## config.mk

```make
export PLATFORM = sky130hd
export DESIGN_NAME = bxavg_ram
export DESIGN_NICKNAME = d
export VERILOG_FILES = /design/src/rtl/core/box_average_downscale_defines.svh /design/src/rtl/core/bxavg_ram.sv
export SDC_FILE = /design/constraint.sdc
export NUM_CORES = 1
export LEC_CHECK = 0
export BUFFER_PORTS_ARGS = -buffer_cell sky130_fd_sc_hd__buf_2
export CAP_MARGIN = 20
export CELL_PAD_IN_SITES_DETAIL_PLACEMENT = 0
export CELL_PAD_IN_SITES_GLOBAL_PLACEMENT = 1
export CORE_UTILIZATION = 57
export DETAILED_ROUTE_END_ITERATION = 7
export PLACE_DENSITY = 0.84
export SKIP_CTS_REPAIR_TIMING = 1
export SLEW_MARGIN = 5
export SYNTH_ARGS = -nofsm -noshare
export SYNTH_HDL_FRONTEND = slang
export SYNTH_SLANG_ARGS = --single-unit
export TNS_END_PERCENT = 30
```

## constraint.sdc

```tcl
create_clock -name clk -period 3.4 [get_ports clk]
set_input_delay 0.34 -clock clk [delete_from_list [all_inputs] [get_ports clk]]
set_output_delay 0.34 -clock clk [all_outputs]
set_load 0.005 [all_outputs]
```

## src/rtl/core/box_average_downscale_defines.svh

```systemverilog
// Assertion macros shared by the box average downscaler RTL.
// Expects clk and arst_n in the scope of each use.
`ifndef BOX_AVERAGE_DOWNSCALE_DEFINES_SVH
`define BOX_AVERAGE_DOWNSCALE_DEFINES_SVH

// expr must hold at every clock edge out of reset
`define BXA_ASSERT_ALWAYS(label, expr, msg) \
	label: assert property (@(posedge clk) disable iff (!arst_n) (expr)) else $error(msg);

// same-cycle implication
`define BXA_ASSERT_IMPLIES(label, ante, cons, msg) \
	label: assert property (@(posedge clk) disable iff (!arst_n) (ante) |-> (cons)) \
		else $error(msg);

// next-cycle implication
`define BXA_ASSERT_NEXT(label, ante, cons, msg) \
	label: assert property (@(posedge clk) disable iff (!arst_n) (ante) |=> (cons)) \
		else $error(msg);

`endif

```

## src/rtl/core/bxavg_ram.sv

```systemverilog
// Generic simple dual-port RAM, one write and one registered read port.
// No dependencies.
module bxavg_ram #(
	parameter int DATA_W = 8,
	parameter int DEPTH  = 16
) (
	input  logic                     clk,
	input  logic                     we,
	input  logic [$clog2(DEPTH)-1:0] waddr,
	input  logic [DATA_W-1:0]        wdata,
	input  logic                     re,
	input  logic [$clog2(DEPTH)-1:0] raddr,
	output logic [DATA_W-1:0]        rdata
);

	logic [DATA_W-1:0] mem_q [DEPTH];

	always_ff @(posedge clk) begin
		if (we) begin
			mem_q[waddr] <= wdata;
		end
		if (re) begin
			rdata <= mem_q[raddr];
		end
	end

endmodule

```

==> flow_metrics.env <==
export IMPL_grt_max_degree=33
export IMPL_fp_dieArea_um2=9560
export IMPL_hpwlAfterDp_um=6220
export IMPL_slew_limit_headroom=0.259
export IMPL_cts_htree_levels=4
export IMPL_min_period_ns=1.68
export IMPL_critical_path_class="primary input to register"
export IMPL_ys_ff_latch=136
export IMPL_clkTransAtPathRegs_ns=0.06
export IMPL_io_buffers=26
export IMPL_max_vdd_ir_drop_mv=0.423
export IMPL_finalHoldViolCount=0
export IMPL_vias_per_cell=6.39
export IMPL_synth_xor_area_frac=0
export IMPL_drc=5
export IMPL_synth_seq_area_share=0.781
export IMPL_syn_avg_cell_area_um2=22.8
export IMPL_die_x_um=97.8
export IMPL_synth_cell_area_um2=5230
export IMPL_antenna_cells=0
export IMPL_wl_per_cell_um=26.6
export IMPL_seqPwrFrac=0.496
export IMPL_final_common_cell="edfxtp_1"
export IMPL_final_cell_mix="edfxtp_1 (136), buf_2 (26), mux4_2 (18)"
export IMPL_gp_congestion=0.725
export IMPL_maxCapViolCount=0
export IMPL_violations="design-rule violations"
export IMPL_drv_slew=0
export IMPL_end_kind="register"
export IMPL_insertion_delay_ns=0.53
export IMPL_synth_simple_area_share=0.0314
export IMPL_cts_buffers=17
export IMPL_initial_core_util=0.594
export IMPL_synth_fa_ha_area_frac=0
export IMPL_nets=289
export IMPL_synth_compound_area_frac=0.0230
export IMPL_setup_viol=0
export IMPL_pwr_share_clk=0.460
export IMPL_syn_to_final_growth_pct=15.2
export IMPL_dieHeight_um=97.8
export IMPL_internal_power_uw=3060
export IMPL_synth_distinct_cells=18
export IMPL_slowest_stage="mux4_1"
export IMPL_combPwrFrac=0.043
export IMPL_outcome="finished with violations"
export IMPL_ios=27
export IMPL_synth_top_family_by_area="multiplexers"
export IMPL_grt_pass1_wl_um=15900
export IMPL_max_freq_mhz=594
export IMPL_antenna_found_initial=0
export IMPL_worst_path_max_fanout=13
export IMPL_grt_pass1_vias=2618
export IMPL_wl_um=10400
export IMPL_drt_iter0_markers=268
export IMPL_grtUsageTotal=0.245
export IMPL_clock_skew_ns=0.00859
export IMPL_cp_start_kind="primary input"
export IMPL_cts_sinks=136
export IMPL_vias=2494
export IMPL_num_rows=34
export IMPL_p_sw_uw=769
export IMPL_min_delay_path_class="primary input to register"
export IMPL_post_route_util=0.684
export IMPL_tightestPinTransition_ns=1.11
export IMPL_ctsLongestPathBuffers=2
export IMPL_synth_warnings=0
export IMPL_crit_chain="buf_2 -> buf_4 -> mux4_1 -> a22oi_1 -> nand2_1"
export IMPL_p_leak_uw=0.00201
export IMPL_drive_above_1_share=0.284
export IMPL_required_ns=3.67
export IMPL_critPathArrivalTime_ns=1.96
export IMPL_cts_tree="done"
export IMPL_gr_total_overflow=0
export IMPL_p_per_area_nw_per_um2=636
export IMPL_core_area_um2=8810
export IMPL_switching_share=0.201
export IMPL_critPathMaxStageDelay_ns=0.62
export IMPL_antenna_left=0
export IMPL_fin_setup_tns_ns=0
export IMPL_cts_root_buf="clkbuf_8"
export IMPL_synth_fp_nets=248
export IMPL_synthCells=229
export IMPL_min_period_over_period=0.495
export IMPL_first_pass_iters=7
export IMPL_grt_setup_unrepaired="no"
export IMPL_synth_mux_area_fraction=0.148
[logic make-up after synthesis]
family	Yosys count
buffers and inverters	10
multiplexers	32
flip-flops	136
AO/OA/AOI/OAI	16
AND/OR/NAND/NOR	35
[worst paths after layout]
path / from / endpoint / slack (ns) / cells after the start
worst min-delay path: re / rdata[1] / 0.17 / 1
worst max-delay path: raddr[0] / rdata[1] / 1.72 / 5
worst max register to register: mem_q[11][6] / rdata[6] / 1.85 / 3
worst min register to register: mem_q[5][3] / rdata[3] / 0.75 / 3
[layer usage]
layer,up-vias,share of wire,GRT usage
li1,1067,-,-
met5,-,0,0
met3,22,0.069,0.0687
met2,122,0.48,0.366
met1,1283,0.42,0.346
met4,0,0.026,0.111
[cell type report]
cell class                      instances  area, um2
Clock inverter                         14        158
Tap cell                              108        135
Multi-Input combinational cell         83       1060
Clock buffer                           17        414
Fill cell                             524       2780
Sequential cell                       136       4080
Timing Repair Buffer                   32        175
[cell usage after synthesis]
library cell     count  area [um2]
buf_4                1        7.51
nand2b_1             2        12.5
mux4_1              14         368
or3b_2               1        8.76
clkdlybuf4s25_2      3        30.0
nand3_1              1        5.00
nor2b_1              1        6.26
buf_6                3        33.8
nor2_1              13        48.8
nand2_1              9        33.8
a22oi_1             16         120
nand3b_1             2        15.0
and2b_1              1        7.51
buf_2                3        15.0
edfxtp_1           136        4080
mux4_2              18         405
and2_1               1        6.26
nor3_1               4        20.0
[sequential cells by signal, indices dropped and copies added (netlist names)]
name   cells
rdata      8
mem_q    128
[power groups by stage]
stage	sequential, uW	combinational, uW	clock [uW]
2_1_floorplan	1930	95.3	0
3_3_place_gp	1930	160	0
3_5_place_dp	1930	166	0
4_1_cts	1900	167	1780
5_1_grt	1900	180	1850
6_report	1900	166	1760
[through the flow]
step / cell area (um2) / hold WS, ns / instances / setup slack (ns) / power, uW
6_report: 6020 / 0.173 / 390 / 1.72 / 3830
5_1_grt: 6020 / 0.161 / 390 / 1.61 / 3930
4_1_cts: 6020 / 0.161 / 390 / 1.72 / 3850
3_5_place_dp: 5450 / 0.710 / 359 / 1.15 / 2100
3_3_place_gp: 5450 / 0.712 / 359 / 1.18 / 2090
2_1_floorplan: 5230 / 0.439 / 229 / 1.57 / 2030
[worst max-delay path, delay by kind of cell]
family	cells	cell delay, ns
AOI/OAI and AO/OA	1	0.22
and+or+nand+nor	1	0.09
muxes	1	0.62
buffers and inverters	2	0.68
(Power assumes the default switching activity.)
