`src/rtl/core/box_average_downscale_defines.svh`:
```
// Assertion macros shared by the box average downscaler RTL.
// Expects clk and arst_n in the scope of each use.
`ifndef BOX_AVERAGE_DOWNSCALE_DEFINES_SVH
`define BOX_AVERAGE_DOWNSCALE_DEFINES_SVH

// expr must hold at every clock edge out of reset
`define BXA_ASSERT_ALWAYS(label, expr, msg) \
	label: assert property (@(posedge clk) disable iff (!arst_n) (expr)) else $error(msg);

// same-cycle implication
`define BXA_ASSERT_IMPLIES(label, ante, cons, msg) \
	label: assert property (@(posedge clk) disable iff (!arst_n) (ante) |-> (cons)) \
		else $error(msg);

// next-cycle implication
`define BXA_ASSERT_NEXT(label, ante, cons, msg) \
	label: assert property (@(posedge clk) disable iff (!arst_n) (ante) |=> (cons)) \
		else $error(msg);

`endif

```
`src/rtl/core/bxavg_pkg.sv`:
```
// Shared constants, types and register codes of the box average downscaler.
// No dependencies.
package bxavg_pkg;

	localparam int PIX_W       = 8;
	localparam int NUM_CH      = 3;
	localparam int MAX_WIDTH   = 2048;
	localparam int MAX_HEIGHT  = 4096;
	localparam int MAX_FACTOR  = 16;
	localparam int MIN_FACTOR  = 2;
	localparam int STORE_DEPTH = MAX_WIDTH / MIN_FACTOR;
	localparam int IDX_W       = $clog2(STORE_DEPTH);

	localparam int FW_W = 12;
	localparam int FH_W = 13;
	localparam int FF_W = 5;
	localparam int COL_W = $clog2(MAX_WIDTH);
	localparam int ROW_W = $clog2(MAX_HEIGHT);
	localparam int OFF_W = $clog2(MAX_FACTOR);

	// one block line, and the whole block
	localparam int ROW_SUM_W = PIX_W + OFF_W;
	localparam int SUM_W     = PIX_W + 2 * OFF_W;
	localparam int AREA_W    = 2 * OFF_W + 1;

	localparam int CFG_IDX_W  = 2;
	localparam int CFG_DATA_W = FH_W;

	localparam logic [FW_W-1:0] WIDTH_RESET  = FW_W'(640);
	localparam logic [FH_W-1:0] HEIGHT_RESET = FH_W'(480);
	localparam logic [FF_W-1:0] FACTOR_RESET = FF_W'(2);

	typedef enum logic [CFG_IDX_W-1:0] {
		REG_FRAME_WIDTH  = 2'd0,
		REG_FRAME_HEIGHT = 2'd1,
		REG_SCALE_FACTOR = 2'd2
	} cfg_reg_t;

	typedef logic [PIX_W-1:0]     pix_t;
	typedef logic [ROW_SUM_W-1:0] row_sum_t;
	typedef logic [SUM_W-1:0]     sum_t;
	typedef logic [AREA_W-1:0]    area_t;
	typedef logic [IDX_W-1:0]     idx_t;

	// per-pixel block position flags from the position sequencer
	typedef struct packed {
		logic start;     // first pixel of a block span on this line
		logic wr;        // last pixel of a block span: update line store
		logic first_row; // first line of the block
		logic last_row;  // last line of the block: emit result
		logic done;      // block is the last of the frame
		idx_t idx;       // output column
	} pos_t;

endpackage

```
`src/rtl/core/bxavg_div.sv`:
```
// Pipelined restoring divider: block sums divided by the block area,
// one quotient bit per stage for all channels. Depends on bxavg_pkg.
`include "box_average_downscale_defines.svh"

module bxavg_div import bxavg_pkg::*; (
	input  logic  clk,
	input  logic  arst_n,
	input  logic  en,
	input  logic  in_valid,
	input  sum_t  in_sum [NUM_CH],
	input  logic  in_done,
	input  area_t area,
	output logic  out_valid,
	output pix_t  out_avg [NUM_CH],
	output logic  out_done
);

	logic valid_s [PIX_W];
	logic done_s  [PIX_W];
	sum_t rem_s   [PIX_W][NUM_CH];
	pix_t quo_s   [PIX_W][NUM_CH];

	sum_t rem_in  [PIX_W][NUM_CH];
	pix_t quo_in  [PIX_W][NUM_CH];
	sum_t rem_nx  [PIX_W][NUM_CH];
	pix_t quo_nx  [PIX_W][NUM_CH];

	always_comb begin
		for (int c = 0; c < NUM_CH; c++) begin
			rem_in[0][c] = in_sum[c];
			quo_in[0][c] = '0;
		end
		for (int s = 1; s < PIX_W; s++) begin
			for (int c = 0; c < NUM_CH; c++) begin
				rem_in[s][c] = rem_s[s-1][c];
				quo_in[s][c] = quo_s[s-1][c];
			end
		end
	end

	// stage s settles quotient bit PIX_W-1-s; quotient fits since sum <= 255*area
	always_comb begin
		for (int s = 0; s < PIX_W; s++) begin
			for (int c = 0; c < NUM_CH; c++) begin
				if (rem_in[s][c] >= (SUM_W'(area) << (PIX_W - 1 - s))) begin
					rem_nx[s][c] = rem_in[s][c] - (SUM_W'(area) << (PIX_W - 1 - s));
					quo_nx[s][c] = quo_in[s][c] | (PIX_W'(1) << (PIX_W - 1 - s));
				end else begin
					rem_nx[s][c] = rem_in[s][c];
					quo_nx[s][c] = quo_in[s][c];
				end
			end
		end
	end

	always_ff @(posedge clk or negedge arst_n) begin
		if (!arst_n) begin
			for (int s = 0; s < PIX_W; s++) begin
				valid_s[s] <= 1'b0;
			end
		end else if (en) begin
			valid_s[0] <= in_valid;
			for (int s = 1; s < PIX_W; s++) begin
				valid_s[s] <= valid_s[s-1];
			end
		end
	end

	always_ff @(posedge clk) begin
		if (en) begin
			done_s[0] <= in_done;
			for (int s = 1; s < PIX_W; s++) begin
				done_s[s] <= done_s[s-1];
			end
			for (int s = 0; s < PIX_W; s++) begin
				for (int c = 0; c < NUM_CH; c++) begin
					rem_s[s][c] <= rem_nx[s][c];
					quo_s[s][c] <= quo_nx[s][c];
				end
			end
		end
	end

	assign out_valid = valid_s[PIX_W-1];
	assign out_done  = done_s[PIX_W-1];
	always_comb begin
		for (int c = 0; c < NUM_CH; c++) begin
			out_avg[c] = quo_s[PIX_W-1][c];
		end
	end

	`BXA_ASSERT_IMPLIES(a_rem_below_area, out_valid,
		(rem_s[PIX_W-1][0] < SUM_W'(area)) && (rem_s[PIX_W-1][2] < SUM_W'(area)),
		"divider remainder not reduced below area")

endmodule

```
`config.mk`:
```
export PLATFORM = sky130hd
export DESIGN_NAME = bxavg_div
export DESIGN_NICKNAME = d
export VERILOG_FILES = /design/src/rtl/core/bxavg_pkg.sv /design/src/rtl/core/bxavg_div.sv
export VERILOG_INCLUDE_DIRS = /design/src /design/src/rtl/core
export SDC_FILE = /design/constraint.sdc
export NUM_CORES = 1
export LEC_CHECK = 0
export ABC_AREA = 0
export BUFFER_PORTS_ARGS = -buffer_cell sky130_fd_sc_hd__clkbuf_2
export CAP_MARGIN = 10
export CORE_ASPECT_RATIO = 1.5
export CORE_MARGIN = 4
export CORE_UTILIZATION = 57
export CTS_CLUSTER_DIAMETER = 100
export DETAILED_ROUTE_END_ITERATION = 10
export HOLD_SLACK_MARGIN = 0.15
export PLACE_DENSITY = 0.74
export SLEW_MARGIN = 20
export SYNTH_ARGS = -nofsm -noshare
export SYNTH_HDL_FRONTEND = slang
export SYNTH_SLANG_ARGS = --single-unit
```
`constraint.sdc`:
```
create_clock -name clk -period 7.2 [get_ports clk]
set_clock_uncertainty 0.05 [all_clocks]
set_input_delay 1.44 -clock clk [delete_from_list [all_inputs] [get_ports clk]]
set_output_delay 1.44 -clock clk [all_outputs]
set_load 0.005 [all_outputs]
```
==> flow_summary_export.csv <==
group,metric,value,unit
sta,period_needed,4.48,ns
finish,n_antenna_cell,0,
setup_path,cp_top_family,"compound AO/OA/AOI/OAI gates",
clock_tree,numCtsBuffers,45,
synth,synth.yosys.warnings,0,
pwr,irDropWorstVdd,0.212,mV
global_routing,grt_max_degree,176,
clock_tree,worst_setup_hold_path_clk_slew,0.06,ns
route,detailedRoute.firstIterationViolations,1272,
synth,ys_top_cells_by_count,"sky130_fd_sc_hd__edfxtp_1, sky130_fd_sc_hd__ha_1, sky130_fd_sc_hd__nor2_1",
sta,fmaxAchievable,0.223,GHz
clock_tree,tritoncts,"built",
setup_path,r2r_end,"rem_s[1][40]",
sta,setup_tns,0,ns
floorplan,die_w,185,um
pwr,leakagePower,11.3,nW
setup_path,cp_slowest_stage_delay,0.78,ns
clock_tree,max-clock-path-buffers,3,
synth,synth.ff_latch_count,460,
pwr,total_power_divided_by_cell_area,346,nW/um^2
route,num_vias,18200,
setup_path,r2r-start,"rem_s[0][38]",
setup_path,critical_path.slowest_cell,"sky130_fd_sc_hd__a311oi_2",
setup_path,category_of_the_critical_setup_timing_path,"primary input to flop",
setup_path,setup.worst_path.start_class,"primary input",
finish,fillerInstances,3650,
clock_tree,postCtsSetupRepairBufs,0,
synth,yosys.area.top_type_share,50.6,%
route,routed_via_density,6.00,
sta,worst-slew-pin-transition,1.06,ns
finish,seq_area,13800,sq um
synth,synthesis.nets,2597,
synth,postSynthAreaPerCell,11.7,sq um
synth,netlist_area,26800,sq um
setup_path,critical_path.cell_chain,"clkbuf_2, buf_4, clkinv_1, buf_4, fa_1, a41oi_1, o211ai_1, a21o_1, a311oi_2, mux2_2",
setup_path,worstRegToRegCells,9,
synth,fraction_of_registers_with_async_set_or_reset_after_synthesis,1.74,%
sta,layout_setup_ws,2.72,ns
synth,seq_area_frac_synth,51.3,%
finish,area.growth.synth_to_final,10.2,%
route,drt_wl_total,53600,um
route,post_drt_wl_per_cell,17.7,um
synth,postSynthCellCount,2298,
placement,io_port_bufs,87,
setup_path,cp_common_cell,"sky130_fd_sc_hd__buf_4",
global_routing,antenna_found_initial,0,
min_path,hold_depth,0,
placement,dpl_worst_slack,2.14,ns
floorplan,floorplan.die_area,50700,sq um
synth,largest_cells_by_area_after_synthesis,"sky130_fd_sc_hd__edfxtp_1, sky130_fd_sc_hd__ha_1, sky130_fd_sc_hd__a21oi_1",
run_status,status,"complete, no violations",
sta,setup_violations,0,
min_path,hold_path.class,"flop to flop",
sta,final_max_slew_viol_count,0,
clock_tree,ctsHtreeMaxLevel,2,
sta,max-slew-margin-rel,29.2,%
clock_tree,insertion_delay,0.57,ns
placement,finalWeightedCongestion,0.891,
synth,yosys_most_used_dff,"sky130_fd_sc_hd__edfxtp_1",
global_routing,number_of_global_route_vias_before_repair,18400,
synth,yosys.cell_types.count,80,
placement,place.detailed.instances,2955,
route,drcViolationCount,0,
placement,dp_hpwl,37500,um
min_path,hold_path.startpoint,"done_s[0][2]",
clock_tree,clock-root-buffer,"sky130_fd_sc_hd__clkbuf_16",
setup_path,worstPathArrival,4.72,ns
synth,count_of_flip_flops_with_a_built_in_enable_after_synthesis,452,
clock_tree,hold_buffers,0,
setup_path,critical_path_required,7.45,ns
setup_path,critPathCaptureType,"flop",
floorplan,placement_rows,97,
finish,num-nets-final,2707,
floorplan,fp.coreArea,46600,sq um
setup_path,worst-path-buf-inv,4,
floorplan,start_util,57.6,%
setup_path,cp_num_cells,10,
clock_tree,numClockSinks,460,
min_path,worstHoldEndpoint,"done_s[0][3]",
setup_path,critical_path.max_fanout,16,
clock_tree,cts.repair.resized,0,
floorplan,die_y,274,um
flow_run,drv.max_cap_violation_count,0,
synth,post-synth-top-count-cell,"sky130_fd_sc_hd__edfxtp_1",
global_routing,grt_first_pass_wirelength,87400,um
sta,hold_violations,0,
setup_path,reg2reg_setup_slack,4.02,ns
route,detailedRoute.firstPassIterationCount,7,
sta,rsz_0062_raised_after_global_routing,"no",
floorplan,num_io_pins,88,
global_routing,globalRoute.totalOverflow,0,
finish,drive_above_1_share,12.2,%
global_routing,track_usage,20.9,%
finish,finalNonFillerCells,3036,
finish,multi_input_comb_area,12400,sq um
sta,timing.final.crit_share,62.2,%
route,detail-route-antenna-nets,0,
synth,synth_area_leader_cell,"sky130_fd_sc_hd__edfxtp_1",
sta,fin_hold_ws,0.366,ns
cell usage in the layout, fill, tap and decap left out, types with 11 or more instances in the layout:
master | netlist | routed
sky130_fd_sc_hd__nor3_1 | 65 | 65
sky130_fd_sc_hd__and3_1 | 12 | 12
sky130_fd_sc_hd__mux2_2 | 81 | 81
sky130_fd_sc_hd__nand3_1 | 31 | 31
sky130_fd_sc_hd__mux2i_1 | 22 | 22
sky130_fd_sc_hd__nand2_1 | 106 | 106
sky130_fd_sc_hd__or4_1 | 16 | 16
sky130_fd_sc_hd__o211ai_1 | 14 | 14
sky130_fd_sc_hd__nor4_1 | 32 | 32
sky130_fd_sc_hd__fa_1 | 21 | 21
sky130_fd_sc_hd__a21oi_1 | 192 | 192
sky130_fd_sc_hd__xor2_1 | 54 | 54
sky130_fd_sc_hd__a21boi_0 | 14 | 14
sky130_fd_sc_hd__or2_2 | 11 | 11
sky130_fd_sc_hd__a31oi_1 | 20 | 19
sky130_fd_sc_hd__buf_4 | 2 | 15
sky130_fd_sc_hd__xnor2_1 | 103 | 103
sky130_fd_sc_hd__nor2_1 | 200 | 200
sky130_fd_sc_hd__nand2b_1 | 31 | 31
sky130_fd_sc_hd__o21ai_1 | 12 | 12
sky130_fd_sc_hd__edfxtp_1 | 452 | 452
sky130_fd_sc_hd__clkbuf_2 | 0 | 86
sky130_fd_sc_hd__o31ai_1 | 15 | 15
sky130_fd_sc_hd__clkbuf_16 | 0 | 47
sky130_fd_sc_hd__ha_1 | 216 | 216
sky130_fd_sc_hd__nor2b_1 | 42 | 42
sky130_fd_sc_hd__a21o_1 | 33 | 33
sky130_fd_sc_hd__nand4_1 | 27 | 27
sky130_fd_sc_hd__o21a_1 | 37 | 37
sky130_fd_sc_hd__inv_1 | 109 | 108
sky130_fd_sc_hd__o21ai_0 | 104 | 104
sky130_fd_sc_hd__or3_1 | 15 | 15
sky130_fd_sc_hd__a211oi_1 | 19 | 19
metal layers:
layer / global-route usage [%] / vias to the layer above / routed length, um
met5: 0 / - / 0
li1: - / 8954 / -
met3: 2.65 / 144 / 1880
met4: 9.10 / 0 / 2300
met2: 37.8 / 399 / 27700
met1: 24.8 / 8719 / 21700
worst reg2reg max path, delay by kind of cell, from the launching register on:
kind                       cells  cell delay [ns]
AOI/OAI and AO/OA              4             1.38
adders and majority gates      2             0.58
buffers and inverters          2             0.14
DFF                            1             0.36
muxes                          1             0.41
worst max-delay path by stage:
| stage | from | endpoint |
|---|---|---|
| after global placement | area[1] | rem_s[1][40] |
| final | area[1] | rem_s[1][40] |
| after CTS | area[1] | rem_s[1][40] |
| after global routing | area[1] | rem_s[1][39] |
| after floorplan | area[1] | rem_s[4][22] |
| after detailed placement | area[1] | rem_s[1][41] |
through the flow:
step	area [sq um]	utilization, %	total power, mW
floorplan	26800	-	6.94
global placement	28000	60.0	7.57
detailed placement	28000	60.0	7.72
CTS	29600	63.4	10.3
global route	29600	63.4	10.9
finish	29600	63.4	10.2
where the power goes:
group          switching (mW)  total [mW]  internal (mW)
sequential              0.368        4.19           3.82
combinational            1.88        3.53           1.65
clock                   0.996        2.51           1.52
area by class of cell:
class | count | share of cell area, %
clock buffer | 53 | 4.05
clock inverter | 28 | 1.30
multi-input combinational | 1685 | 42.1
inverter | 112 | 1.43
sequential | 460 | 46.6
timing repair buffer | 104 | 2.02
tap | 594 | 2.51
kinds of logic after synthesis:
logic type / share of synthesized area, %
simple gates: 12.1
compound gates: 12.8
flops: 51.3
fa+ha+maj: 11.6
xor+xnor: 5.12
buf+inv: 2.38
mux: 4.65
flip-flops by register name, indices dropped and copies added (netlist names):
name	flops
done_s	8
out_valid	1
valid_s	7
quo_s	108
rem_s	336
Power figures use the tool's default switching activity.
