File: src/rtl/core/box_average_downscale_defines.svh
// Assertion macros shared by the box average downscaler RTL.
// Expects clk and arst_n in the scope of each use.
`ifndef BOX_AVERAGE_DOWNSCALE_DEFINES_SVH
`define BOX_AVERAGE_DOWNSCALE_DEFINES_SVH

// expr must hold at every clock edge out of reset
`define BXA_ASSERT_ALWAYS(label, expr, msg) \
	label: assert property (@(posedge clk) disable iff (!arst_n) (expr)) else $error(msg);

// same-cycle implication
`define BXA_ASSERT_IMPLIES(label, ante, cons, msg) \
	label: assert property (@(posedge clk) disable iff (!arst_n) (ante) |-> (cons)) \
		else $error(msg);

// next-cycle implication
`define BXA_ASSERT_NEXT(label, ante, cons, msg) \
	label: assert property (@(posedge clk) disable iff (!arst_n) (ante) |=> (cons)) \
		else $error(msg);

`endif

File: src/rtl/core/bxavg_pkg.sv
// Shared constants, types and register codes of the box average downscaler.
// No dependencies.
package bxavg_pkg;

	localparam int PIX_W       = 8;
	localparam int NUM_CH      = 3;
	localparam int MAX_WIDTH   = 2048;
	localparam int MAX_HEIGHT  = 4096;
	localparam int MAX_FACTOR  = 16;
	localparam int MIN_FACTOR  = 2;
	localparam int STORE_DEPTH = MAX_WIDTH / MIN_FACTOR;
	localparam int IDX_W       = $clog2(STORE_DEPTH);

	localparam int FW_W = 12;
	localparam int FH_W = 13;
	localparam int FF_W = 5;
	localparam int COL_W = $clog2(MAX_WIDTH);
	localparam int ROW_W = $clog2(MAX_HEIGHT);
	localparam int OFF_W = $clog2(MAX_FACTOR);

	// one block line, and the whole block
	localparam int ROW_SUM_W = PIX_W + OFF_W;
	localparam int SUM_W     = PIX_W + 2 * OFF_W;
	localparam int AREA_W    = 2 * OFF_W + 1;

	localparam int CFG_IDX_W  = 2;
	localparam int CFG_DATA_W = FH_W;

	localparam logic [FW_W-1:0] WIDTH_RESET  = FW_W'(640);
	localparam logic [FH_W-1:0] HEIGHT_RESET = FH_W'(480);
	localparam logic [FF_W-1:0] FACTOR_RESET = FF_W'(2);

	typedef enum logic [CFG_IDX_W-1:0] {
		REG_FRAME_WIDTH  = 2'd0,
		REG_FRAME_HEIGHT = 2'd1,
		REG_SCALE_FACTOR = 2'd2
	} cfg_reg_t;

	typedef logic [PIX_W-1:0]     pix_t;
	typedef logic [ROW_SUM_W-1:0] row_sum_t;
	typedef logic [SUM_W-1:0]     sum_t;
	typedef logic [AREA_W-1:0]    area_t;
	typedef logic [IDX_W-1:0]     idx_t;

	// per-pixel block position flags from the position sequencer
	typedef struct packed {
		logic start;     // first pixel of a block span on this line
		logic wr;        // last pixel of a block span: update line store
		logic first_row; // first line of the block
		logic last_row;  // last line of the block: emit result
		logic done;      // block is the last of the frame
		idx_t idx;       // output column
	} pos_t;

endpackage

File: src/rtl/core/bxavg_ctrl.sv
// Configuration registers and raster position sequencer of the downscaler.
// Depends on bxavg_pkg and box_average_downscale_defines.svh.
`include "box_average_downscale_defines.svh"

module bxavg_ctrl import bxavg_pkg::*; (
	input  logic                  clk,
	input  logic                  arst_n,
	input  logic                  cfg_we,
	input  logic [CFG_IDX_W-1:0]  cfg_index,
	input  logic [CFG_DATA_W-1:0] cfg_data,
	input  logic                  step,
	output pos_t                  pos,
	output area_t                 area
);

	logic [FW_W-1:0]  width_q;
	logic [FH_W-1:0]  height_q;
	logic [FF_W-1:0]  factor_q;
	logic [COL_W-1:0] col_q;
	logic [ROW_W-1:0] row_q;
	logic [OFF_W-1:0] ox_q;
	logic [OFF_W-1:0] oy_q;
	idx_t             bc_q;

	logic [FW_W-1:0]   w_eff;
	logic [FH_W-1:0]   h_eff;
	logic [FF_W-1:0]   f_eff;
	logic [FF_W-1:0]   f_m1;
	logic [2*FF_W-1:0] f_sq;
	logic              col_end;
	logic              row_end;
	logic              ox_wrap;
	logic              oy_wrap;
	logic              last_bcol;
	logic              last_brow;
	logic              restart;

	// out-of-range settings are pinned to the nearest legal value
	assign w_eff = (width_q == '0) ? FW_W'(1) :
		(width_q > FW_W'(MAX_WIDTH)) ? FW_W'(MAX_WIDTH) : width_q;
	assign h_eff = (height_q == '0) ? FH_W'(1) :
		(height_q > FH_W'(MAX_HEIGHT)) ? FH_W'(MAX_HEIGHT) : height_q;
	assign f_eff = (factor_q < FF_W'(MIN_FACTOR)) ? FF_W'(MIN_FACTOR) :
		(factor_q > FF_W'(MAX_FACTOR)) ? FF_W'(MAX_FACTOR) : factor_q;
	assign f_m1  = f_eff - FF_W'(1);
	assign f_sq  = f_eff * f_eff;
	assign area  = f_sq[AREA_W-1:0];

	assign col_end = (FW_W'(col_q) + FW_W'(1)) >= w_eff;
	assign row_end = (FH_W'(row_q) + FH_W'(1)) >= h_eff;
	assign ox_wrap = FF_W'(ox_q) == f_m1;
	assign oy_wrap = FF_W'(oy_q) == f_m1;

	// no whole block fits to the right of / below this one
	assign last_bcol = (FH_W'(col_q) + FH_W'(f_eff) + FH_W'(1)) > FH_W'(w_eff);
	assign last_brow = ((FH_W+1)'(row_q) + (FH_W+1)'(f_eff) + (FH_W+1)'(1))
		> (FH_W+1)'(h_eff);

	// a block span ending on a line always lies in a whole block column; spans in
	// the partial bottom rows only touch entries the next frame's first line rewrites
	always_comb begin
		pos.start     = ox_q == '0;
		pos.wr        = ox_wrap;
		pos.first_row = oy_q == '0;
		pos.last_row  = oy_wrap;
		pos.done      = last_bcol & last_brow;
		pos.idx       = bc_q;
	end

	always_comb begin
		restart = 1'b0;
		if (cfg_we) begin
			case (cfg_index)
				REG_FRAME_WIDTH,
				REG_FRAME_HEIGHT,
				REG_SCALE_FACTOR: restart = 1'b1;
				default: restart = 1'b0;
			endcase
		end
	end

	always_ff @(posedge clk or negedge arst_n) begin
		if (!arst_n) begin
			width_q  <= WIDTH_RESET;
			height_q <= HEIGHT_RESET;
			factor_q <= FACTOR_RESET;
			col_q    <= '0;
			row_q    <= '0;
			ox_q     <= '0;
			oy_q     <= '0;
			bc_q     <= '0;
		end else if (restart) begin
			case (cfg_index)
				REG_FRAME_WIDTH:  width_q  <= cfg_data[FW_W-1:0];
				REG_FRAME_HEIGHT: height_q <= cfg_data[FH_W-1:0];
				REG_SCALE_FACTOR: factor_q <= cfg_data[FF_W-1:0];
				default: ;
			endcase
			col_q <= '0;
			row_q <= '0;
			ox_q  <= '0;
			oy_q  <= '0;
			bc_q  <= '0;
		end else if (step) begin
			if (col_end) begin
				col_q <= '0;
				ox_q  <= '0;
				bc_q  <= '0;
				if (row_end) begin
					row_q <= '0;
					oy_q  <= '0;
				end else begin
					row_q <= row_q + ROW_W'(1);
					oy_q  <= oy_wrap ? '0 : oy_q + OFF_W'(1);
				end
			end else begin
				col_q <= col_q + COL_W'(1);
				ox_q  <= ox_wrap ? '0 : ox_q + OFF_W'(1);
				if (ox_wrap) begin
					bc_q <= bc_q + IDX_W'(1);
				end
			end
		end
	end

	`BXA_ASSERT_ALWAYS(a_ox_in_block, FF_W'(ox_q) < f_eff, "block x offset out of range")
	`BXA_ASSERT_ALWAYS(a_col_in_line, FW_W'(col_q) < w_eff, "column beyond frame width")
	`BXA_ASSERT_ALWAYS(a_row_in_frame, FH_W'(row_q) < h_eff, "row beyond frame height")

endmodule

File: config.mk
export PLATFORM = sky130hd
export DESIGN_NAME = bxavg_ctrl
export DESIGN_NICKNAME = d
export VERILOG_FILES = /design/src/rtl/core/bxavg_pkg.sv /design/src/rtl/core/bxavg_ctrl.sv
export VERILOG_INCLUDE_DIRS = /design/src /design/src/rtl/core
export SDC_FILE = /design/constraint.sdc
export NUM_CORES = 1
export LEC_CHECK = 0
export BUFFER_PORTS_ARGS = -buffer_cell sky130_fd_sc_hd__buf_2
export CAP_MARGIN = 20
export CORE_MARGIN = 8
export CORE_UTILIZATION = 55
export CTS_CLUSTER_SIZE = 30
export DETAILED_ROUTE_END_ITERATION = 8
export GPL_ROUTABILITY_DRIVEN = 0
export HOLD_SLACK_MARGIN = 0.15
export PLACE_DENSITY = 0.76
export SKIP_CTS_REPAIR_TIMING = 1
export SKIP_LAST_GASP = 1
export SYNTH_ARGS = -nofsm -noshare
export SYNTH_HDL_FRONTEND = slang
export SYNTH_SLANG_ARGS = --single-unit
File: constraint.sdc
create_clock -name clk -period 9.32 [get_ports clk]
set_input_delay 0.466 -clock clk [delete_from_list [all_inputs] [get_ports clk]]
set_output_delay 0.466 -clock clk [all_outputs]
set_load 0.05 [all_outputs]
==> metrics.txt, run 1 <==
outcome finished clean; io pins 43; GR Util met3 4.382%; Peak Freq 0.1861 GHz; DR iter-0 viols ~380; clock skew 0.01200 ns; root buffer cell clkbuf_8; Seq/Total Area, Yosys between 20 and 30%; Nets 793; Multi-input gate area 0.003996 mm²; top_reg_cell synth dfrtp_1; GRT Total Usage 20.79%; CP Class reg -> out; Fin. Hold Viols 0; DRC violations left 0; final worst path period share 57.64%; initial antenna violation count 0; hpwl dp 11400 µm; layout cell share with drive strength beyond 1 about 16%; Crit-path slowest cell dfrtp_1; clock slew at reported path FFs around 0.08 ns; top-area cell type share of the netlist area approximately a quarter; Worst Path Max Fanout 18; Syn Std Cell Area 0.006042 mm²; Most Used Layer, Global Route met2; max-cap viol count 0; number of nets still failing antenna checks after routing 0; Die Wd around 120 µm; met2 usage ~34%; maximum VDD drop 0.1162 mV; antenna cells 0; worst skew pair latency approximately 0.37 ns; final setup vio count 0; Max Slew Vio Count 0; Core Area 0.01079 mm²; via count 5100; largest stage delay on the critical path between 0.5 and 0.6 ns; total grt overflow 0; RSZ-0062 raised after global routing false; Storage cell area 0.001785 mm²; initial core utilization a little under three fifths; Area contributors post-synth dfrtp_1, ha_1, mux2_2; vias in the first global route slightly above 5000; syn_area_per_cell about 9 µm²; Hold WS about 0.32 ns; Yosys warnings 0; Fillers 893; Post-Synthesis Cells between 600 and 700; port bufs 41; Synth Register Bits 71; H-tree Lvls 3; largest net degree at the start of global routing just over 70; asr flop ratio synth 100.0%; first-pass GRT wire length between 20000 and 25000 µm; M1 GR Usage 25.69%; CTS max path bufs 2; Rel. slew slack 35.17%; Final min period roughly 5.4 ns; Synth-to-Final Area Change 8.822%; CTS Buf Count 9; DR pass1 iterations 5; post-synth cell types 66; via/cell ratio roughly 6; Leak 3.207 nW; num rows 38; clk sinks 71; Sum Neg Setup Slack 0 ns; Crit. End Element output pin; Die Y ~120 µm; Pwr Density 215.2 mW/mm²; WP data required 8.85 ns; per-cell routed wire length 17.48 µm; critical path startpoint category flop; worst slew pin tran 0.9682 ns; CTS tree built; Post-synth EDFFs 0; WL final 14610 µm; worst hold-check path type in -> async; Synth area leader dfrtp_1; Worst EP arrival about 4.9 ns; Critical Path, Cell by Cell nand2b_4 -> nor2_1 -> inv_1 -> ha_1 -> fa_1 -> inv_1 -> a21oi_1 -> a211oi_1 -> o21ai_0 -> nor2_1 -> xor2_1 -> ha_1 -> nand2_1 -> o21ai_0 -> a2111oi_0 -> nor2_1 -> a211oi_1 -> a211oi_1 -> buf_2; Die Area 0.01460 mm²
layer usage:
| layer | vias up | wire [µm] |
|---|---|---|
| met3 | 45 | 654 |
| met2 | 135 | 7010 |
| li1 | 2450 | - |
| met5 | - | 0 |
| met4 | 0 | 467 |
| met1 | 2470 | 6477 |
logic make-up after synthesis:
group / after synthesis / synth area share, %
buffers and inverters: 68 / 4.514
other: 2 / 0.1243
AO/OA/AOI/OAI: 135 / 15.55
flip-flops: 71 / 29.55
AND/OR/NAND/NOR: 219 / 18.14
XOR/XNOR: 53 / 7.683
adder cells (fa/ha/maj): 84 / 17.85
multiplexers: 36 / 6.585
sequential cells by signal, summed over array words and instances (netlist names):
name / cells
height_q: 13
width_q: 12
row_q: 12
oy_q: 4
bc_q: 10
col_q: 11
ox_q: 4
factor_q: 5
per-stage QoR:
step	power, mW	area (µm²)	instances	setup WS (ns)	util, %
floorplan	0.9322	6050	670	3.919	-
finish	1.415	6575	836	3.948	60.92
global route	1.524	6575	836	3.465	60.92
CTS	1.418	6575	836	3.966	60.92
detailed placement	1.101	6327	820	4.486	58.63
global placement	1.064	6327	820	4.723	58.63
Yosys cell counts, drive strengths merged (10+ instances only):
| cell type | instances |
|---|---|
| nand2 | 67 |
| a22o | 12 |
| clkbuf | 30 |
| inv | 30 |
| ha | 79 |
| and3 | 10 |
| nor2 | 40 |
| xor2 | 22 |
| nor3 | 11 |
| mux2 | 30 |
| a21oi | 25 |
| dfrtp | 64 |
| o21ai | 26 |
| xnor2 | 31 |
| nand3 | 27 |
| nand4 | 11 |
critical path: cells and delay by family, from the launching register on:
family,cells,cell delay [ns]
xor gates and xnor gates,1,0.22
buffers and inverters,3,0.44
and+or+nand+nor,5,0.95
AOI/OAI and AO/OA,7,1.39
adders and majority gates,3,0.93
DFF,1,0.59
cell type report:
cell class	count	area share [%]
multi-input combinational	531	60.78
sequential	71	27.16
timing repair buffer	48	3.920
tap	140	2.664
clock buffer	11	2.150
inverter	30	1.713
clock inverter	5	1.618
placed cells by master, fill, tap and decap left out, drive strengths merged, types with 12 or more instances in the layout:
cell and count:
a21oi 25, a22o 12, buf 48, dfrtp 64, ha 79, inv 30, mux2 30, nand2 67
nand3 27, nor2 40, o21ai 26, xnor2 31, xor2 22
report_power, final:
group          leakage (nW)  switching (mW)  internal (mW)
Clock                 0.120           0.127          0.186
Sequential            0.907          0.0713          0.361
Combinational          2.18           0.402          0.269
final timing paths:
kind / startpoint / to / slack (ns) / depth (start not counted)
setup / recovery: factor_q[4]$_DFFE_PN0P_ / pos[10] / 3.95 / 19
hold / removal: arst_n / oy_q[0]$_DFFE_PN0P_ / 0.32 / 2
setup reg to reg: row_q[6]$_DFFE_PN0P_ / row_q[0]$_DFFE_PN0P_ / 5.25 / 12
hold reg to reg: bc_q[4]$_DFFE_PN0P_ / bc_q[4]$_DFFE_PN0P_ / 0.51 / 1
max in group asynchronous: arst_n / col_q[10]$_DFFE_PN0P_ / 8.39 / 2
min in group clk: cfg_data[12] / height_q[12]$_DFFE_PN0P_ / 0.33 / 2
No activity file was read; power rests on OpenSTA's default activity.
==> run 2, diff against run 1 <==
==> constraint.sdc (replaced) <==
create_clock -name clk -period 5.52 [get_ports clk]
set_input_delay 0.276 -clock clk [delete_from_list [all_inputs] [get_ports clk]]
set_output_delay 0.276 -clock clk [all_outputs]
set_load 0.05 [all_outputs]
==> metrics.txt, run 2 (synthesis results as in run 1) <==
worst skew pair latency 0.38 ns (was 0.37 ns); initial antenna violation count 0 (unchanged); DRC violations left 0 (unchanged); commonest non-fill, non-tap cell in the layout ha_1 (unchanged); RSZ-0062 raised after global routing false (unchanged); biggest regs height_q: 13 flops, row_q: 12 flops, width_q: 12 flops (unchanged); Core Area 0.01079 mm² (unchanged); Finished Core Util 61.06% (was 60.92%); Die Y 120.8 µm (unchanged); dpl cell area 0.006327 mm² (unchanged); commonest cells after routing, fill and taps aside ha_1, nand2_1, dfrtp_1 (unchanged); final worst path period share between 90% and 100%; num rows 38 (unchanged); largest net degree at the start of global routing 72 (unchanged); CP Class reg -> out (unchanged); Crit path max-delay family compound AO/OA/AOI/OAI gates (unchanged); Nets 794 (was 793); clock slew at reported path FFs 0.08 ns (about the same); worst slew pin tran 0.9615 ns (was 0.9682 ns); vias in the first global route 5159 (was 5166); port bufs 41 (unchanged); Final min period 5.064 ns; H-tree Lvls 3 (unchanged); GRT Total Usage 20.98% (was 20.79%); number of nets still failing antenna checks after routing 0 (unchanged); DR pass1 iterations 5 (unchanged); Fillers 895 (was 893); first-pass GRT wire length 24740 µm (was 24530 µm); Synth-to-Final Area Change 9.070% (was 8.822%); max-cap viol count 0 (unchanged); CTS tree built (unchanged); Rel. slew slack 35.62% (was 35.17%); Fin. Hold Viols 0 (unchanged); per-cell routed wire length 17.68 µm (was 17.48 µm); Peak Freq 0.1975 GHz; Most flops, register height_q (unchanged); Die Area 0.01460 mm² (unchanged); Leak 3.209 nW (was 3.207 nW); CTS Buf Count 9 (unchanged); hpwl dp 11390 µm (was 11400 µm); Crit-path slowest cell dfrtp_2 (was dfrtp_1); DR iter-0 viols 431 (was 381); io pins 43 (unchanged); WP data required 5.24 ns (was 8.85 ns); via count 5141 (was 5100); CTS max path bufs 2 (unchanged); Die Wd 120.8 µm (unchanged); final setup vio count 0 (unchanged); worst hold-check path type in -> async (unchanged); clock skew 0.01687 ns (was 0.01200 ns); Final Cell Area 0.006590 mm² (was 0.006575 mm²); Hold WS 0.1119 ns (was 0.3184 ns); Worst Path Max Fanout 18 (unchanged); CP bufs+invs 3 (unchanged); Sum Neg Setup Slack 0 ns (unchanged); Worst EP arrival 4.79 ns (was 4.91 ns); via/cell ratio 6.142 (was 6.100); Pwr Density 365.6 mW/mm² (was 215.2 mW/mm²); clk sinks 71 (unchanged); antenna cells 0 (unchanged); worst r2r src row_q[6]$_DFFE_PN0P_ (unchanged); root buffer cell clkbuf_8 (unchanged); total grt overflow 0 (unchanged); maximum VDD drop 0.1744 mV (was 0.1162 mV); Max Slew Vio Count 0 (unchanged); layout cell share with drive strength beyond 1 16.07% (was 15.66%); Crit. End Element output pin (unchanged); max FFs per register 13 (unchanged); Critical Path, Cell by Cell nand2b_4 -> nor2_1 -> inv_1 -> ha_1 -> fa_1 -> inv_1 -> a21oi_1 -> a211oi_1 -> o21ai_0 -> nor2_1 -> xor2_1 -> ha_1 -> nand2_1 -> o21ai_0 -> a2111oi_0 -> nor2_1 -> a211oi_1 -> a211oi_1 -> buf_2 (unchanged); WL final 14800 µm (was 14610 µm); outcome finished clean (unchanged); critical path startpoint category flop (unchanged); initial core utilization 55.98% (unchanged); Setup crit start factor_q[4]$_DFFE_PN0P_ (unchanged); largest stage delay on the critical path 0.54 ns (was 0.59 ns)
[run 2: area by class of cell]
class / instances / area, µm² / area share, %
inverters: 30 / 112.6 / 1.709
multi-input cells: 531 / 3999 / 60.68
clock buffers: 11 / 141.4 / 2.145
repair buffers: 49 / 267.8 / 4.063
flip-flops and latches: 71 / 1788 / 27.13
clock inverters: 5 / 106.4 / 1.614
well taps: 140 / 175.2 / 2.658
[run 2: worst paths after layout]
kind / slack [ns] / endpoint / depth (start not counted)
worst min-delay path: 0.11 / oy_q[0]$_DFFE_PN0P_ / 2
worst max-delay path: 0.46 / pos[10] / 19
max in group asynchronous: 4.77 / factor_q[2]$_DFFE_PN0P_ / 2
worst min register to register: 0.51 / bc_q[4]$_DFFE_PN0P_ / 1
worst max register to register: 1.42 / row_q[0]$_DFFE_PN0P_ / 12
min in group clk: 0.14 / width_q[11]$_DFFE_PN0P_ / 3
[run 2: stage by stage]
| stage | total power, mW | cells | setup slack, ns |
|---|---|---|---|
| after global routing | 2.582 | 837 | 0.009038 |
| after global placement | 1.796 | 820 | 1.113 |
| after CTS | 2.408 | 836 | 0.3654 |
| final | 2.409 | 837 | 0.4557 |
| after floorplan | 1.574 | 670 | 0.3091 |
| after detailed placement | 1.857 | 820 | 0.8342 |
[run 2: where the power goes]
group	internal [mW]	total (mW)	switching, mW
Combinational	0.456	1.15	0.690
Clock	0.313	0.531	0.218
Sequential	0.610	0.732	0.123
Total	1.38	2.41	1.03
[run 2: metal layers]
layer / up-vias / track usage, % / part of all wire (%)
li1: 2458 / - / -
met3: 36 / 4.615 / 5.1
met2: 159 / 35.22 / 49
met5: - / 0 / 0
met4: 0 / 7.884 / 2.6
met1: 2488 / 25.83 / 43
==> run 3, diff against run 2 <==
==> constraint.sdc (replaced) <==
create_clock -name clk -period 5.52 [get_ports clk]
set_input_delay 1.104 -clock clk [delete_from_list [all_inputs] [get_ports clk]]
set_output_delay 1.104 -clock clk [all_outputs]
set_load 0.05 [all_outputs]
==> metrics.txt, run 3 (synthesis results as in run 1) <==
critical path startpoint category flop (unchanged); port bufs 41 (unchanged); Critical Path, Cell by Cell nor3_4 -> nor2_2 -> inv_1 -> ha_1 -> inv_1 -> fa_1 -> a21o_1 -> maj3_1 -> a21oi_2 -> nor2b_1 -> nand3_1 -> xnor2_1 -> ha_1 -> o21ai_0 -> a21oi_1 -> o41ai_1 -> a211oi_2 -> buf_4 (was nand2b_4 -> nor2_1 -> inv_1 -> ha_1 -> fa_1 -> inv_1 -> a21oi_1 -> a211oi_1 -> o21ai_0 -> nor2_1 -> xor2_1 -> ha_1 -> nand2_1 -> o21ai_0 -> a2111oi_0 -> nor2_1 -> a211oi_1 -> a211oi_1 -> buf_2); Die Area 0.01460 mm² (unchanged); num rows 38 (unchanged); GRT Total Usage 20.49% (was 20.98%); RSZ-0062 raised after global routing false (unchanged); antenna cells 0 (unchanged); DR pass1 iterations 5 (unchanged); Crit. End Element output pin (unchanged); Fin. Hold Viols 0 (unchanged); largest net degree at the start of global routing 37 (was 72); via/cell ratio 6.118 (was 6.142); DR iter-0 viols 262 (was 431); initial antenna violation count 0 (unchanged); CP Class reg -> out (unchanged); final worst path period share 97.07% (was 91.74%); hpwl dp 11540 µm (was 11390 µm); Sum Neg Setup Slack 0 ns (unchanged); Pwr Density 345.2 mW/mm² (was 365.6 mW/mm²); commonest non-fill, non-tap cell in the layout ha_1 (unchanged); clock skew 0.01132 ns (was 0.01687 ns); Die Y 120.8 µm (unchanged); largest stage delay on the critical path 0.50 ns (was 0.54 ns); max FFs per register 13 (unchanged); Hold WS 0.5223 ns (was 0.1119 ns); Die Wd 120.8 µm (unchanged); maximum VDD drop 0.1741 mV (was 0.1744 mV); clk sinks 71 (unchanged); via count 5151 (was 5141); outcome finished clean (unchanged); Crit-path slowest cell dfrtp_1 (was dfrtp_2); total grt overflow 0 (unchanged); clock slew at reported path FFs 0.08 ns (about the same); first-pass GRT wire length 24360 µm (was 24740 µm); Synth-to-Final Area Change 9.112% (was 9.070%); final setup vio count 0 (unchanged); worst skew pair latency 0.36 ns (was 0.38 ns); io pins 43 (unchanged); layout cell share with drive strength beyond 1 17.52% (was 16.07%); Final min period 5.358 ns (was 5.064 ns); vias in the first global route 5182 (was 5159); commonest cells after routing, fill and taps aside ha_1, nand2_1, dfrtp_1 (unchanged); CTS Buf Count 9 (unchanged); Most flops, register height_q (unchanged); Leak 3.208 nW (was 3.209 nW); number of nets still failing antenna checks after routing 0 (unchanged); max-cap viol count 0 (unchanged); WP data required 4.42 ns (was 5.24 ns); Max Slew Vio Count 0 (unchanged); DRC violations left 0 (unchanged); WL final 14860 µm (was 14800 µm); Worst EP arrival 4.25 ns (was 4.79 ns); worst hold-check path type reg -> reg (was in -> async); H-tree Lvls 3 (unchanged); Nets 799 (was 794); root buffer cell clkbuf_8 (unchanged); Rel. slew slack 41.53% (was 35.62%); biggest regs height_q: 13 flops, row_q: 12 flops, width_q: 12 flops (unchanged); Peak Freq 0.1866 GHz (was 0.1975 GHz); worst slew pin tran 0.8739 ns (was 0.9615 ns); Worst Path Max Fanout 9 (was 18); initial core utilization 55.98% (unchanged); CTS max path bufs 2 (unchanged); Core Area 0.01079 mm² (unchanged); CTS tree built (unchanged); per-cell routed wire length 17.65 µm (was 17.68 µm)
==> run 3: cell types whose count changed in the layout (fill, tap and decap cells not counted), moves of 2 or more <==
cell,previous run,this run
buf_4,7,14
a211oi_1,9,6
a211oi_2,0,3
bufinv_16,3,0
dfrtp_1,62,64
dfrtp_2,2,0
inv_6,0,2
o21ai_0,25,23
==> run 3: critical path, delay by kind of cell (launching register included) <==
kind            cells  cell delay, ns
buf+inv             3            0.42
compound gates      6            1.06
flops               1            0.50
xor+xnor            1            0.09
fa+ha+maj           4            1.36
simple gates        4            0.49
==> run 3: per-layer routing <==
layer / GRT usage, % / up-vias / share of wire [%]
met2: 34.94 / 132 / 50
met4: 9.446 / 0 / 2.8
met5: 0 / - / 0
met1: 24.46 / 2526 / 43
li1: - / 2463 / -
met3: 3.963 / 30 / 4.2
==> run 3: layout make-up <==
class / instances / area [µm²]
Tap cell: 140 / 175.2
Clock inverter: 7 / 55.05
Timing Repair Buffer: 54 / 305.3
Multi-Input combinational cell: 531 / 4035
Clock buffer: 9 / 123.9
Fill cell: 893 / 4200
Sequential cell: 71 / 1785
Inverter: 30 / 112.6
==> run 3: through the flow <==
| step | utilization, % | cells | setup WS (ns) | total power, mW | instance area (µm²) |
|---|---|---|---|---|---|
| 2_1_floorplan | - | 670 | 0.2697 | 1.575 | 6057 |
| 3_3_place_gp | 59.07 | 826 | 0.5462 | 1.811 | 6375 |
| 3_5_place_dp | 59.07 | 826 | 0.4482 | 1.866 | 6375 |
| 4_1_cts | 60.72 | 842 | 0.04388 | 2.266 | 6554 |
| 5_1_grt | 61.08 | 842 | 0.003706 | 2.436 | 6593 |
| 6_report | 61.08 | 842 | 0.1617 | 2.276 | 6593 |
==> run 3: final timing paths <==
| kind | slack (ns) | depth (start not counted) | end | from |
|---|---|---|---|---|
| worst max-delay path | 0.16 | 18 | pos[10] | factor_q[3]$_DFFE_PN0P_ |
| worst min-delay path | 0.52 | 1 | bc_q[3]$_DFFE_PN0P_ | bc_q[3]$_DFFE_PN0P_ |
| worst max register to register | 1.62 | 13 | row_q[0]$_DFFE_PN0P_ | row_q[6]$_DFFE_PN0P_ |
| worst min register to register | 0.52 | 1 | bc_q[3]$_DFFE_PN0P_ | bc_q[3]$_DFFE_PN0P_ |
| max in group asynchronous | 3.68 | 2 | width_q[9]$_DFFE_PN1P_ | arst_n |
| min in group asynchronous | 0.83 | 1 | row_q[9]$_DFFE_PN0P_ | arst_n |
==> run 3: where the power goes <==
| group | switching (mW) | total [mW] | internal, mW | leakage, nW |
|---|---|---|---|---|
| Sequential | 0.117 | 0.726 | 0.609 | 0.907 |
| Combinational | 0.690 | 1.16 | 0.466 | 2.21 |
| Clock | 0.227 | 0.394 | 0.167 | 0.0862 |
